===== src/design/sbrp_pkg.sv =====
// Shared constants, types and header-byte lookup for the STUN parser.
// No dependencies.
package sbrp_pkg;

    localparam int unsigned MAX_PACKET_BYTES = 512;
    localparam int unsigned OFFSET_W = $clog2(MAX_PACKET_BYTES + 1);
    localparam int unsigned POS_W = 17;

    localparam logic [15:0] STUN_TYPE_SUCCESS = 16'h0101;
    localparam logic [31:0] STUN_COOKIE       = 32'h2112A442;
    localparam logic [15:0] ATTR_MAPPED       = 16'h0001;
    localparam logic [15:0] ATTR_XOR_MAPPED   = 16'h0020;
    localparam logic [7:0]  FAMILY_IPV4       = 8'h01;
    localparam logic [4:0]  HEADER_BYTES      = 5'd20;

    typedef enum logic {
        CFG_TXID_UPPER = 1'b0,
        CFG_TXID_LOWER = 1'b1
    } cfg_index_t;

    typedef logic [OFFSET_W-1:0] offset_t;
    typedef logic [POS_W-1:0]    pos_t;

    function automatic logic [7:0] expected_header_byte(
        input logic [4:0]  o,
        input logic [31:0] txid_upper,
        input logic [63:0] txid_lower
    );
        logic [4:0] sel_cookie;
        logic [4:0] sel_upper;
        logic [4:0] sel_lower;
        logic [7:0] result;
        sel_cookie = 5'd7 - o;
        sel_upper  = 5'd11 - o;
        sel_lower  = 5'd19 - o;
        if (o == 5'd0) begin
            result = STUN_TYPE_SUCCESS[15:8];
        end else if (o == 5'd1) begin
            result = STUN_TYPE_SUCCESS[7:0];
        end else if (o >= 5'd4 && o < 5'd8) begin
            result = STUN_COOKIE[{sel_cookie[1:0], 3'b000} +: 8];
        end else if (o >= 5'd8 && o < 5'd12) begin
            result = txid_upper[{sel_upper[1:0], 3'b000} +: 8];
        end else begin
            result = txid_lower[{sel_lower[2:0], 3'b000} +: 8];
        end
        return result;
    endfunction

endpackage


===== src/design/stun_binding_response_parser_core.sv =====
// STUN binding response parser: streams datagram bytes, returns mapped address.
// Depends on sbrp_pkg.
//
//  channel | dir | handshake         | payload
//  --------+-----+-------------------+------------------------------------------
//  cfg     | in  | cfg_we            | cfg_index, cfg_data (txid registers)
//  s_      | in  | s_valid / s_ready | s_rx_byte, s_last_byte
//  m_      | out | m_valid / m_ready | m_resolved, m_external_ip, m_external_port
//
// One word per cycle sustained while s_ready is high; packet state updates in the accepting cycle.
// The result of a packet is registered and shows in the cycle after its last word is accepted.
// s_ready drops only while a result waits and m_ready is low.
// Reset (aresetn low, synchronous) clears packet state and the txid registers.
module stun_binding_response_parser_core (
    input  logic        aclk,
    input  logic        aresetn,
    input  logic        cfg_we,
    input  logic        cfg_index,
    input  logic [63:0] cfg_data,
    input  logic        s_valid,
    output logic        s_ready,
    input  logic [7:0]  s_rx_byte,
    input  logic        s_last_byte,
    output logic        m_valid,
    input  logic        m_ready,
    output logic        m_resolved,
    output logic [31:0] m_external_ip,
    output logic [15:0] m_external_port
);
    import sbrp_pkg::*;

    logic [31:0] txid_upper_reg;
    logic [63:0] txid_lower_reg;

    offset_t     byte_offset_reg,      byte_offset_next;
    logic        header_good_reg,      header_good_next;
    pos_t        attribute_start_reg,  attribute_start_next;
    logic [15:0] attribute_kind_reg,   attribute_kind_next;
    logic [15:0] attribute_length_reg, attribute_length_next;
    logic        family_good_reg,      family_good_next;
    logic [31:0] captured_address_reg, captured_address_next;
    logic [15:0] captured_port_reg,    captured_port_next;
    logic        pending_match_reg,    pending_match_next;
    pos_t        pending_end_reg,      pending_end_next;
    logic        walk_finished_reg,    walk_finished_next;

    logic        m_valid_reg;
    logic        m_resolved_reg;
    logic [31:0] m_external_ip_reg;
    logic [15:0] m_external_port_reg;

    logic        accept;
    logic        packet_ok;
    offset_t     rel;
    pos_t        body_span;
    logic [15:0] len_full;

    assign s_ready = !m_valid_reg || m_ready;
    assign accept  = s_valid && s_ready;

    always_comb begin
        byte_offset_next      = byte_offset_reg;
        header_good_next      = header_good_reg;
        attribute_start_next  = attribute_start_reg;
        attribute_kind_next   = attribute_kind_reg;
        attribute_length_next = attribute_length_reg;
        family_good_next      = family_good_reg;
        captured_address_next = captured_address_reg;
        captured_port_next    = captured_port_reg;
        pending_match_next    = pending_match_reg;
        pending_end_next      = pending_end_reg;
        walk_finished_next    = walk_finished_reg;
        rel       = byte_offset_reg - attribute_start_reg[OFFSET_W-1:0];
        len_full  = {attribute_length_reg[15:8], s_rx_byte};
        body_span = (POS_W'({1'b0, len_full}) + POS_W'(3)) & ~POS_W'(3);

        if (byte_offset_reg < offset_t'(MAX_PACKET_BYTES)) begin
            if (byte_offset_reg < offset_t'(HEADER_BYTES)) begin
                if (byte_offset_reg != offset_t'(2) && byte_offset_reg != offset_t'(3) &&
                    s_rx_byte != expected_header_byte(byte_offset_reg[4:0],
                                                      txid_upper_reg, txid_lower_reg)) begin
                    header_good_next = 1'b0;
                end
            end else if (!walk_finished_reg &&
                         POS_W'(byte_offset_reg) >= attribute_start_reg) begin
                if (rel == offset_t'(0)) begin
                    attribute_kind_next = {s_rx_byte, 8'h00};
                end else if (rel == offset_t'(1)) begin
                    attribute_kind_next = {attribute_kind_reg[15:8], s_rx_byte};
                end else if (rel == offset_t'(2)) begin
                    attribute_length_next = {s_rx_byte, 8'h00};
                end else if (rel == offset_t'(3)) begin
                    attribute_length_next = len_full;
                    family_good_next      = 1'b0;
                    pending_end_next      = attribute_start_reg + POS_W'(4) + body_span;
                    if (!((attribute_kind_reg == ATTR_XOR_MAPPED ||
                           attribute_kind_reg == ATTR_MAPPED) && len_full >= 16'd8)) begin
                        attribute_start_next = attribute_start_reg + POS_W'(4) + body_span;
                    end
                end else if (rel == offset_t'(5)) begin
                    family_good_next = (s_rx_byte == FAMILY_IPV4);
                end else if (rel == offset_t'(6) || rel == offset_t'(7)) begin
                    captured_port_next = {captured_port_reg[7:0], s_rx_byte};
                end else if (rel >= offset_t'(8) && rel <= offset_t'(11)) begin
                    captured_address_next = {captured_address_reg[23:0], s_rx_byte};
                    if (rel == offset_t'(11)) begin
                        if (family_good_reg) begin
                            if (attribute_kind_reg == ATTR_XOR_MAPPED) begin
                                captured_port_next    = captured_port_reg ^ STUN_COOKIE[31:16];
                                captured_address_next = {captured_address_reg[23:0], s_rx_byte}
                                                        ^ STUN_COOKIE;
                            end
                            pending_match_next = 1'b1;
                            walk_finished_next = 1'b1;
                        end else begin
                            attribute_start_next = pending_end_reg;
                        end
                    end
                end
            end
            byte_offset_next = byte_offset_reg + offset_t'(1);
        end

        packet_ok = header_good_next && byte_offset_next >= offset_t'(HEADER_BYTES) &&
                    pending_match_next && pending_end_next <= POS_W'(byte_offset_next);
    end

    always_ff @(posedge aclk) begin
        if (!aresetn) begin
            txid_upper_reg <= '0;
            txid_lower_reg <= '0;
        end else if (cfg_we) begin
            unique case (cfg_index_t'(cfg_index))
                CFG_TXID_UPPER: txid_upper_reg <= cfg_data[31:0];
                CFG_TXID_LOWER: txid_lower_reg <= cfg_data;
                default: ;
            endcase
        end
    end

    always_ff @(posedge aclk) begin
        if (!aresetn || (accept && s_last_byte)) begin
            byte_offset_reg      <= '0;
            header_good_reg      <= 1'b1;
            attribute_start_reg  <= POS_W'(HEADER_BYTES);
            attribute_kind_reg   <= '0;
            attribute_length_reg <= '0;
            family_good_reg      <= 1'b0;
            captured_address_reg <= '0;
            captured_port_reg    <= '0;
            pending_match_reg    <= 1'b0;
            pending_end_reg      <= '0;
            walk_finished_reg    <= 1'b0;
        end else if (accept) begin
            byte_offset_reg      <= byte_offset_next;
            header_good_reg      <= header_good_next;
            attribute_start_reg  <= attribute_start_next;
            attribute_kind_reg   <= attribute_kind_next;
            attribute_length_reg <= attribute_length_next;
            family_good_reg      <= family_good_next;
            captured_address_reg <= captured_address_next;
            captured_port_reg    <= captured_port_next;
            pending_match_reg    <= pending_match_next;
            pending_end_reg      <= pending_end_next;
            walk_finished_reg    <= walk_finished_next;
        end
    end

    always_ff @(posedge aclk) begin
        if (!aresetn) begin
            m_valid_reg <= 1'b0;
        end else if (accept && s_last_byte) begin
            m_valid_reg <= 1'b1;
        end else if (m_ready) begin
            m_valid_reg <= 1'b0;
        end
    end

    always_ff @(posedge aclk) begin
        if (accept && s_last_byte) begin
            m_resolved_reg      <= packet_ok;
            m_external_ip_reg   <= packet_ok ? captured_address_next : 32'd0;
            m_external_port_reg <= packet_ok ? captured_port_next : 16'd0;
        end
    end

    assign m_valid         = m_valid_reg;
    assign m_resolved      = m_resolved_reg;
    assign m_external_ip   = m_external_ip_reg;
    assign m_external_port = m_external_port_reg;

endmodule


===== config.mk =====
export PLATFORM = sky130hd
export DESIGN_NAME = stun_binding_response_parser_core
export DESIGN_NICKNAME = d
export VERILOG_FILES = /design/src/design/sbrp_pkg.sv /design/src/design/stun_binding_response_parser_core.sv
export SDC_FILE = /design/constraint.sdc
export NUM_CORES = 1
export LEC_CHECK = 0
export ABC_AREA = 1
export BUFFER_PORTS_ARGS = -buffer_cell sky130_fd_sc_hd__buf_4
export CORE_MARGIN = 10
export CORE_UTILIZATION = 35
export CTS_CLUSTER_DIAMETER = 40
export DETAILED_ROUTE_END_ITERATION = 16
export REMOVE_ABC_BUFFERS = 1
export SYNTH_ARGS = -nofsm -noshare
export SYNTH_HDL_FRONTEND = slang
export SYNTH_SLANG_ARGS = --single-unit

===== constraint.sdc =====
create_clock -name aclk -period 5.2 [get_ports aclk]
set_input_delay 0.52 -clock aclk [delete_from_list [all_inputs] [get_ports aclk]]
set_output_delay 0.52 -clock aclk [all_outputs]
set_load 0.01 [all_outputs]

==> results by group, run 1 <==
Timing
  • Slew headroom: 0.314
  • Endpoints failing setup: 0
  • Final Skew: 0.0203 ns
  • Fin. max-slew vios: 0
  • Final Hold Vio Count: 0
  • Final WS setup: 0.379 ns
  • Worst Tran Pin Value: 1.03 ns
  • Tcrit/Tclk final: 0.927
  • Final Critical Period: 4.82 ns
  • Maximum clock rate: 207 MHz

Synth
  • Mux share of post-synthesis cell area: 0.00140
  • Post-Synth Simple-Gate Area: 0.262
  • Synth Area in XOR/XNOR: 0.0208
  • Largest family of logic cells by synthesized area: simple AND/OR/NAND/NOR gates
  • Netlist Area Pre-Place: 14300 um^2
  • Post-synth EDFFs: 49
  • Sequential element share of the synthesized area: 0.407
  • Count of cell types in the netlist: 46
  • Async SR Flop Fraction: 0
  • Syn Inst Count: 2043
  • Yosys warning count: 0
  • Adder-Cell Fraction of Synth Area: 0.0475
  • Synth Area in Compound Gates: 0.165
  • Main flop type after synthesis: dfxtp_1
  • Average cell area after synthesis: 6.99 um^2
  • Flops & latches, synth: 266

Setup path
  • Worst setup EP type: register
  • Worst Path Max Fanout: 12
  • Critical Path AT: 5.22 ns
  • Req. time, crit path: 5.60 ns
  • Most frequent CP cell: nor2_1
  • Slowest CP cell: ha_1
  • Worst setup SP type: register
  • Max stage delay on crit path: 0.38 ns
  • Setup Crit Path Kind: reg -> reg

Clock tree
  • CTS H-Tree Depth: 2
  • Clock-pin slew on the worst setup and hold paths: 0.06 ns
  • Total CTS buffers: 42
  • CTS tree: yes
  • CTS Root Buffer Type: clkbuf_16
  • CTS max path bufs: 3
  • Clock sinks: 266
  • # hold bufs at CTS: 0
  • Worst skew pair latency: 0.54 ns

Route
  • Antenna-violating nets left: 0
  • # DRC: 0
  • Via Count: 13.4k
  • DR iter-0 viols: 1090
  • WL final: 41100 um
  • Drt wl/cell: 15.1 um
  • Drt first pass iters: 5
  • Vias per cell: 4.90

Power and ir drop
  • Worst VDD drop: 219 uV
  • Flop pwr share: 0.387
  • Internal power: 0.00423 W
  • PwrDens: 332 nW/um^2
  • P_sw: 0.00157 W
  • Leakage: 7.92 nW
  • Gate power share: 0.129
  • Post-route total power: 0.00580 W
  • Clock power frac: 0.484
  • Sw Ratio: 0.271

Cells and area
  • Synth-to-layout area growth: 22.4%
  • Commonest non-fill, non-tap cell in the layout: nand2_1
  • Fin cells: 2728
  • Total Nets Final: 2301
  • ANT cells: 0
  • Final Cell Area: 17500 um^2
  • Max FFs per register: 64
  • Most frequent cells in the layout: nand2_1 (417), nor2_1 (284), o21ai_0 (249)
  • Layout cell share with drive strength beyond 1: 0.146
  • Fin util: 0.437

Placement
  • Final GP Congestion: 0.908
  • DP Worst Slack: -0.0116 ns
  • DP Area: 15800 um^2
  • PortBufs: 129
  • Post-DP HPWL: 28000 um
  • Placed cell count: 2637

Die
  • Die Width: 222 um
  • # rows: 73
  • Die Y: 222 um
  • Core area: 40000 um^2
  • Die area: 49300 um^2
  • I/O Pins: 130
  • Initial core utilization: 0.357

Global routing
  • First-pass GRT wire length: 65700 um
  • Aggregate global-route resource usage: 0.157
  • Antenna violations before repair: 1
  • Largest net degree at the start of global routing: 99
  • Grt ovf: 0
  • Vias in the first global route: 12.8k

Status
  • Status: finished, final reports clean

Run
  • Total of max-cap violations: 0

Worst hold path
  • Hold Path Class: in -> reg
-- cell usage after synthesis, types with 4 or more instances --
| library cell | number | area share |
|---|---|---|
| or2_2 | 6 | 0.0026 |
| buf_2 | 22 | 0.0077 |
| nor2_1 | 286 | 0.075 |
| ha_1 | 51 | 0.045 |
| nor2_2 | 4 | 0.0018 |
| dfxtp_1 | 217 | 0.30 |
| inv_1 | 237 | 0.062 |
| nand3_1 | 103 | 0.036 |
| edfxtp_1 | 49 | 0.10 |
| clkbuf_1 | 72 | 0.019 |
| a21oi_1 | 131 | 0.046 |
| nor2_4 | 12 | 0.0095 |
| o21ai_1 | 19 | 0.0067 |
| nor3_1 | 11 | 0.0039 |
| nor4_1 | 6 | 0.0026 |
| buf_1 | 5 | 0.0013 |
| a211oi_1 | 11 | 0.0058 |
| nand2_2 | 7 | 0.0031 |
| a31oi_1 | 6 | 0.0026 |
| o211ai_1 | 15 | 0.0079 |
| nand4_1 | 18 | 0.0079 |
| xor2_1 | 27 | 0.017 |
| nand2_1 | 421 | 0.11 |
| o21ai_0 | 256 | 0.090 |
| xnor2_1 | 7 | 0.0043 |
| inv_2 | 11 | 0.0029 |
-- routing by layer --
| metal | up-vias | GRT usage | part of all wire |
|---|---|---|---|
| li1 | 6880 | - | - |
| met1 | 6126 | 0.203 | 0.47 |
| met2 | 297 | 0.263 | 0.46 |
| met3 | 65 | 0.0302 | 0.050 |
| met4 | 2 | 0.0387 | 0.021 |
| met5 | - | 0 | 0.00032 |
-- timing repair --
item / 4_1_cts / 5_1_grt
setup endpoints to repair: 0 / 49
gates resized for setup: 0 / 18
buffers inserted: 0 / 7
-- final timing paths --
path,from,end,slack (ns),depth (start not counted)
min reg2reg,header_good_reg$_SDFFE_PP1P_,header_good_reg$_SDFFE_PP1P_,0.45,2
max,attribute_start_reg[3]$_SDFFE_PP0P_,m_external_port[13]$_SDFFCE_PN0P_,0.38,28
min,cfg_data[28],txid_upper_reg[28]$_SDFFE_PN0P_,0.21,3
max reg2reg,attribute_start_reg[3]$_SDFFE_PP0P_,m_external_port[13]$_SDFFCE_PN0P_,0.38,28
-- area by class of cell --
class / count / area (um^2)
repair buffers: 185 / 1490
clock buffers: 51 / 1160
well taps: 525 / 657
inverters: 250 / 942
clock inverters: 27 / 288
flip-flops and latches: 266 / 5820
fillers: 4154 / 22500
multi-input cells: 1424 / 7130
-- through the flow --
stage | setup TNS, ns | hold WS [ns]
final | 0 | 0.210
after global routing | -0.0122 | 0.207
after CTS | 0 | 0.191
after detailed placement | -0.0118 | 0.437
after global placement | 0 | 0.434
after floorplan | -90.75 | 0.419
-- kinds of logic after synthesis --
family,count (synthesis)
and+or+nand+nor,886
buffers and inverters,353
xor gates and xnor gates,34
adders and majority gates,53
AOI/OAI and AO/OA,449
DFF,266
muxes,2
-- worst max-delay path, delay by kind of cell (launching register included) --
kind | cells | cell delay, ns
AOI/OAI and AO/OA | 6 | 0.96
DFF | 1 | 0.35
buffers and inverters | 5 | 0.62
adders and majority gates | 2 | 0.73
and+or+nand+nor | 15 | 2.01
-- power by group through the flow --
stage / registers (W) / logic (W) / clock network, W
after floorplan: 0.00229 / 0.000448 / 0
after global placement: 0.00228 / 0.000723 / 0
after detailed placement: 0.00229 / 0.000729 / 0
after CTS: 0.00224 / 0.000733 / 0.00286
after global routing: 0.00225 / 0.000850 / 0.00296
final: 0.00225 / 0.000748 / 0.00280
(Power assumes the default switching activity.)
==> inputs of run 2 (changes only) <==
==> constraint.sdc (replaced) <==
create_clock -name aclk -period 4.3 [get_ports aclk]
set_input_delay 0.43 -clock aclk [delete_from_list [all_inputs] [get_ports aclk]]
set_output_delay 0.43 -clock aclk [all_outputs]
set_load 0.01 [all_outputs]
==> run 2 against run 1 <==
The run now ends with negative setup slack left. Non-clock buffer count increased by 131. Wire length increased by 6.9%. Final cell count increased by 4.9%. Fmax up 5.2%. Combinational power up 44%. Critical path type unchanged. Sequential share of layout area decreased by 3.1 points. Die area unchanged. Critical path depth up 3. Design area is 10% higher. Sequential cell count unchanged. Critical endpoint is now m_external_port[11]$_SDFFCE_PN0P_. Sequential power rose by 21%.
==> results by group, run 2 (same netlist as run 1, synthesis figures left out) <==
Power and ir drop
  • Gate power share: 0.147 (was 0.129)
  • Worst VDD drop: 299 uV (was 219 uV)
  • Sw Ratio: 0.271 (about the same)
  • P_sw: 0.00199 W (was 0.00157 W)
  • Clock power frac: 0.483 (was 0.484)
  • Post-route total power: 0.00735 W (was 0.00580 W)
  • Leakage: 8.73 nW (was 7.92 nW)
  • Flop pwr share: 0.370 (was 0.387)
  • PwrDens: 380 nW/um^2 (was 332 nW/um^2)
  • Internal power: 0.00535 W (was 0.00423 W)

Global routing
  • Met2 Usage GRT: 0.283 (was 0.263)
  • Antenna violations before repair: 0 (was 1)
  • First-pass GRT wire length: 70600 um (was 65700 um)
  • Grt ovf: 0 (unchanged)
  • Vias in the first global route: 13.7k (was 12.8k)
  • Most used routing layer: met2 (unchanged)
  • Aggregate global-route resource usage: 0.171 (was 0.157)
  • Grt met1 use: 0.214 (was 0.203)
  • Met3 GRT Util: 0.0334 (was 0.0302)
  • Largest net degree at the start of global routing: 98 (was 99)

Route
  • Drt first pass iters: 5 (unchanged)
  • DR iter-0 viols: 881 (was 1090)
  • Via Count: 14.1k (was 13.4k)
  • Vias per cell: 4.92 (was 4.90)
  • WL final: 43900 um (was 41100 um)
  • # DRC: 0 (unchanged)
  • Drt wl/cell: 15.4 um (was 15.1 um)
  • Antenna-violating nets left: 0 (unchanged)

Placement
  • DP Area: 16700 um^2 (was 15800 um^2)
  • PortBufs: 129 (unchanged)
  • Final GP Congestion: 0.878 (was 0.908)
  • DP Worst Slack: -0.813 ns (was -0.0116 ns)
  • Post-DP HPWL: 29800 um (was 28000 um)

Timing
  • Final Hold Vio Count: 0 (unchanged)
  • Worst Tran Pin Value: 1.12 ns (was 1.03 ns)
  • RSZ-0062 raised after global routing: yes
  • Tcrit/Tclk final: 1.07 (was 0.927)
  • Final WS setup: -0.283 ns (was 0.379 ns)
  • Slew headroom: 0.254 (was 0.314)
  • Final Skew: 0.0294 ns (was 0.0203 ns)
  • Maximum clock rate: 218 MHz (was 207 MHz)
  • Endpoints failing setup: 49 (was 0)
  • Hold WS: 0.118 ns (was 0.210 ns)
  • Setup_tns: -11.48 ns (was 0 ns)
  • Fin. max-slew vios: 0 (unchanged)
  • Final Critical Period: 4.58 ns (was 4.82 ns)

Setup path
  • Max stage delay on crit path: 0.33 ns (was 0.38 ns)
  • Req. time, crit path: 4.72 ns (was 5.60 ns)
  • Setup Crit Path Kind: reg -> reg (unchanged)
  • Reg2Reg Depth: 31 (was 28)
  • Worst setup EP type: register (unchanged)
  • Critical Path AT: 5.00 ns (was 5.22 ns)
  • Worst Path Max Fanout: 6 (was 12)
  • Slowest CP cell: ha_4 (was ha_1)
  • Worst setup SP type: register (unchanged)

Die
  • I/O Pins: 130 (unchanged)
  • Die area: 49300 um^2 (unchanged)
  • # rows: 73 (unchanged)
  • Initial core utilization: 0.357 (unchanged)
  • Die Width: 222 um (unchanged)
  • Die Y: 222 um (unchanged)
  • Core area: 40000 um^2 (unchanged)

Clock tree
  • Clock sinks: 266 (unchanged)
  • CTS Root Buffer Type: clkbuf_16 (unchanged)
  • Clock-pin slew on the worst setup and hold paths: 0.06 ns (about the same)
  • Worst skew pair latency: 0.55 ns (was 0.54 ns)
  • Total CTS buffers: 43 (was 42)
  • CTS max path bufs: 3 (unchanged)
  • CTS H-Tree Depth: 2 (unchanged)
  • CTS tree: yes (unchanged)

Status
  • Status: finished, violations left (was finished, final reports clean)
  • Violated checks: negative setup slack

Cells and area
  • Commonest non-fill, non-tap cell in the layout: nand2_1 (unchanged)
  • Synth-to-layout area growth: 35.2% (was 22.4%)
  • Most frequent cells in the layout: nand2_1 (404), buf_4 (291), nor2_1 (248) (was nand2_1 (417), nor2_1 (284), o21ai_0 (249))
  • Layout cell share with drive strength beyond 1: 0.242 (was 0.146)
  • Total Nets Final: 2434 (was 2301)
  • Final Cell Area: 19300 um^2 (was 17500 um^2)
  • ANT cells: 0 (unchanged)
  • Max FFs per register: 64 (unchanged)

Worst hold path
  • Hold Path Class: in -> reg (unchanged)
  • Hold Path Cell Cnt: 3 (unchanged)

Run
  • Total of max-cap violations: 0 (unchanged)
==> run 2: changes by cell type in the layout (fill, tap and decap cells not counted), sizes merged <==
cell	previous run	this run
nor2	302	303
inv	253	255
buf	182	315
clkinvlp	6	3
clkbuf	54	52
bufinv	3	5
==> run 2: what timing repair did <==
item	in CTS	in global routing
hold buffers	0	0
endpoints found under the hold margin	0	0
gates cloned	6	1
gates resized for setup	120	74
pin swaps	32	38
buffers inserted	26	10
setup endpoints to repair	49	53
==> run 2: through the flow <==
stage | instances | utilization
6_report | 2861 | 0.483
5_1_grt | 2861 | 0.483
4_1_cts | 2855 | 0.473
3_5_place_dp | 2744 | 0.416
3_3_place_gp | 2744 | 0.416
2_1_floorplan | 1940 | -
==> run 2: power groups by stage <==
stage / Clock [W] / Sequential (W) / Combinational [W]
after floorplan: 0 / 0.00277 / 0.000541
after global placement: 0 / 0.00276 / 0.000937
after detailed placement: 0 / 0.00277 / 0.000950
after CTS: 0.00361 / 0.00272 / 0.00104
after global routing: 0.00373 / 0.00273 / 0.00121
final: 0.00355 / 0.00272 / 0.00108
==> run 2: area by class of cell <==
type                            count  area, um^2
Sequential cell                   266        5820
Multi-Input combinational cell   1425        7780
Timing Repair Buffer              316        2610
Fill cell                        3940       20700
Inverter                          250         948
Clock inverter                     28         323
Tap cell                          525         657
Clock buffer                       51        1170
==> run 2: per-layer routing <==
metal	wire [um]	vias up
met3	2360	92
met4	1530	0
met1	19600	6472
li1	-	7159
met5	0	-
met2	20500	341
==> run 2: path summary, 6_finish.rpt <==
| path | startpoint | end | slack (ns) |
|---|---|---|---|
| hold reg to reg | txid_upper_reg[16]$_SDFFE_PN0P_ | txid_upper_reg[16]$_SDFFE_PN0P_ | 0.45 |
| hold / removal | cfg_data[22] | txid_upper_reg[22]$_SDFFE_PN0P_ | 0.12 |
| setup reg to reg | attribute_start_reg[2]$_SDFFE_PP1P_ | m_external_port[11]$_SDFFCE_PN0P_ | -0.28 |
| setup / recovery | attribute_start_reg[2]$_SDFFE_PP1P_ | m_external_port[11]$_SDFFCE_PN0P_ | -0.28 |
==> run 2: worst max-delay path: cells and delay by family (launching register included) <==
kind | cells | cell delay (ns)
fa+ha+maj | 2 | 0.62
flops | 1 | 0.31
compound gates | 2 | 0.18
buf+inv | 7 | 1.04
simple gates | 20 | 2.26
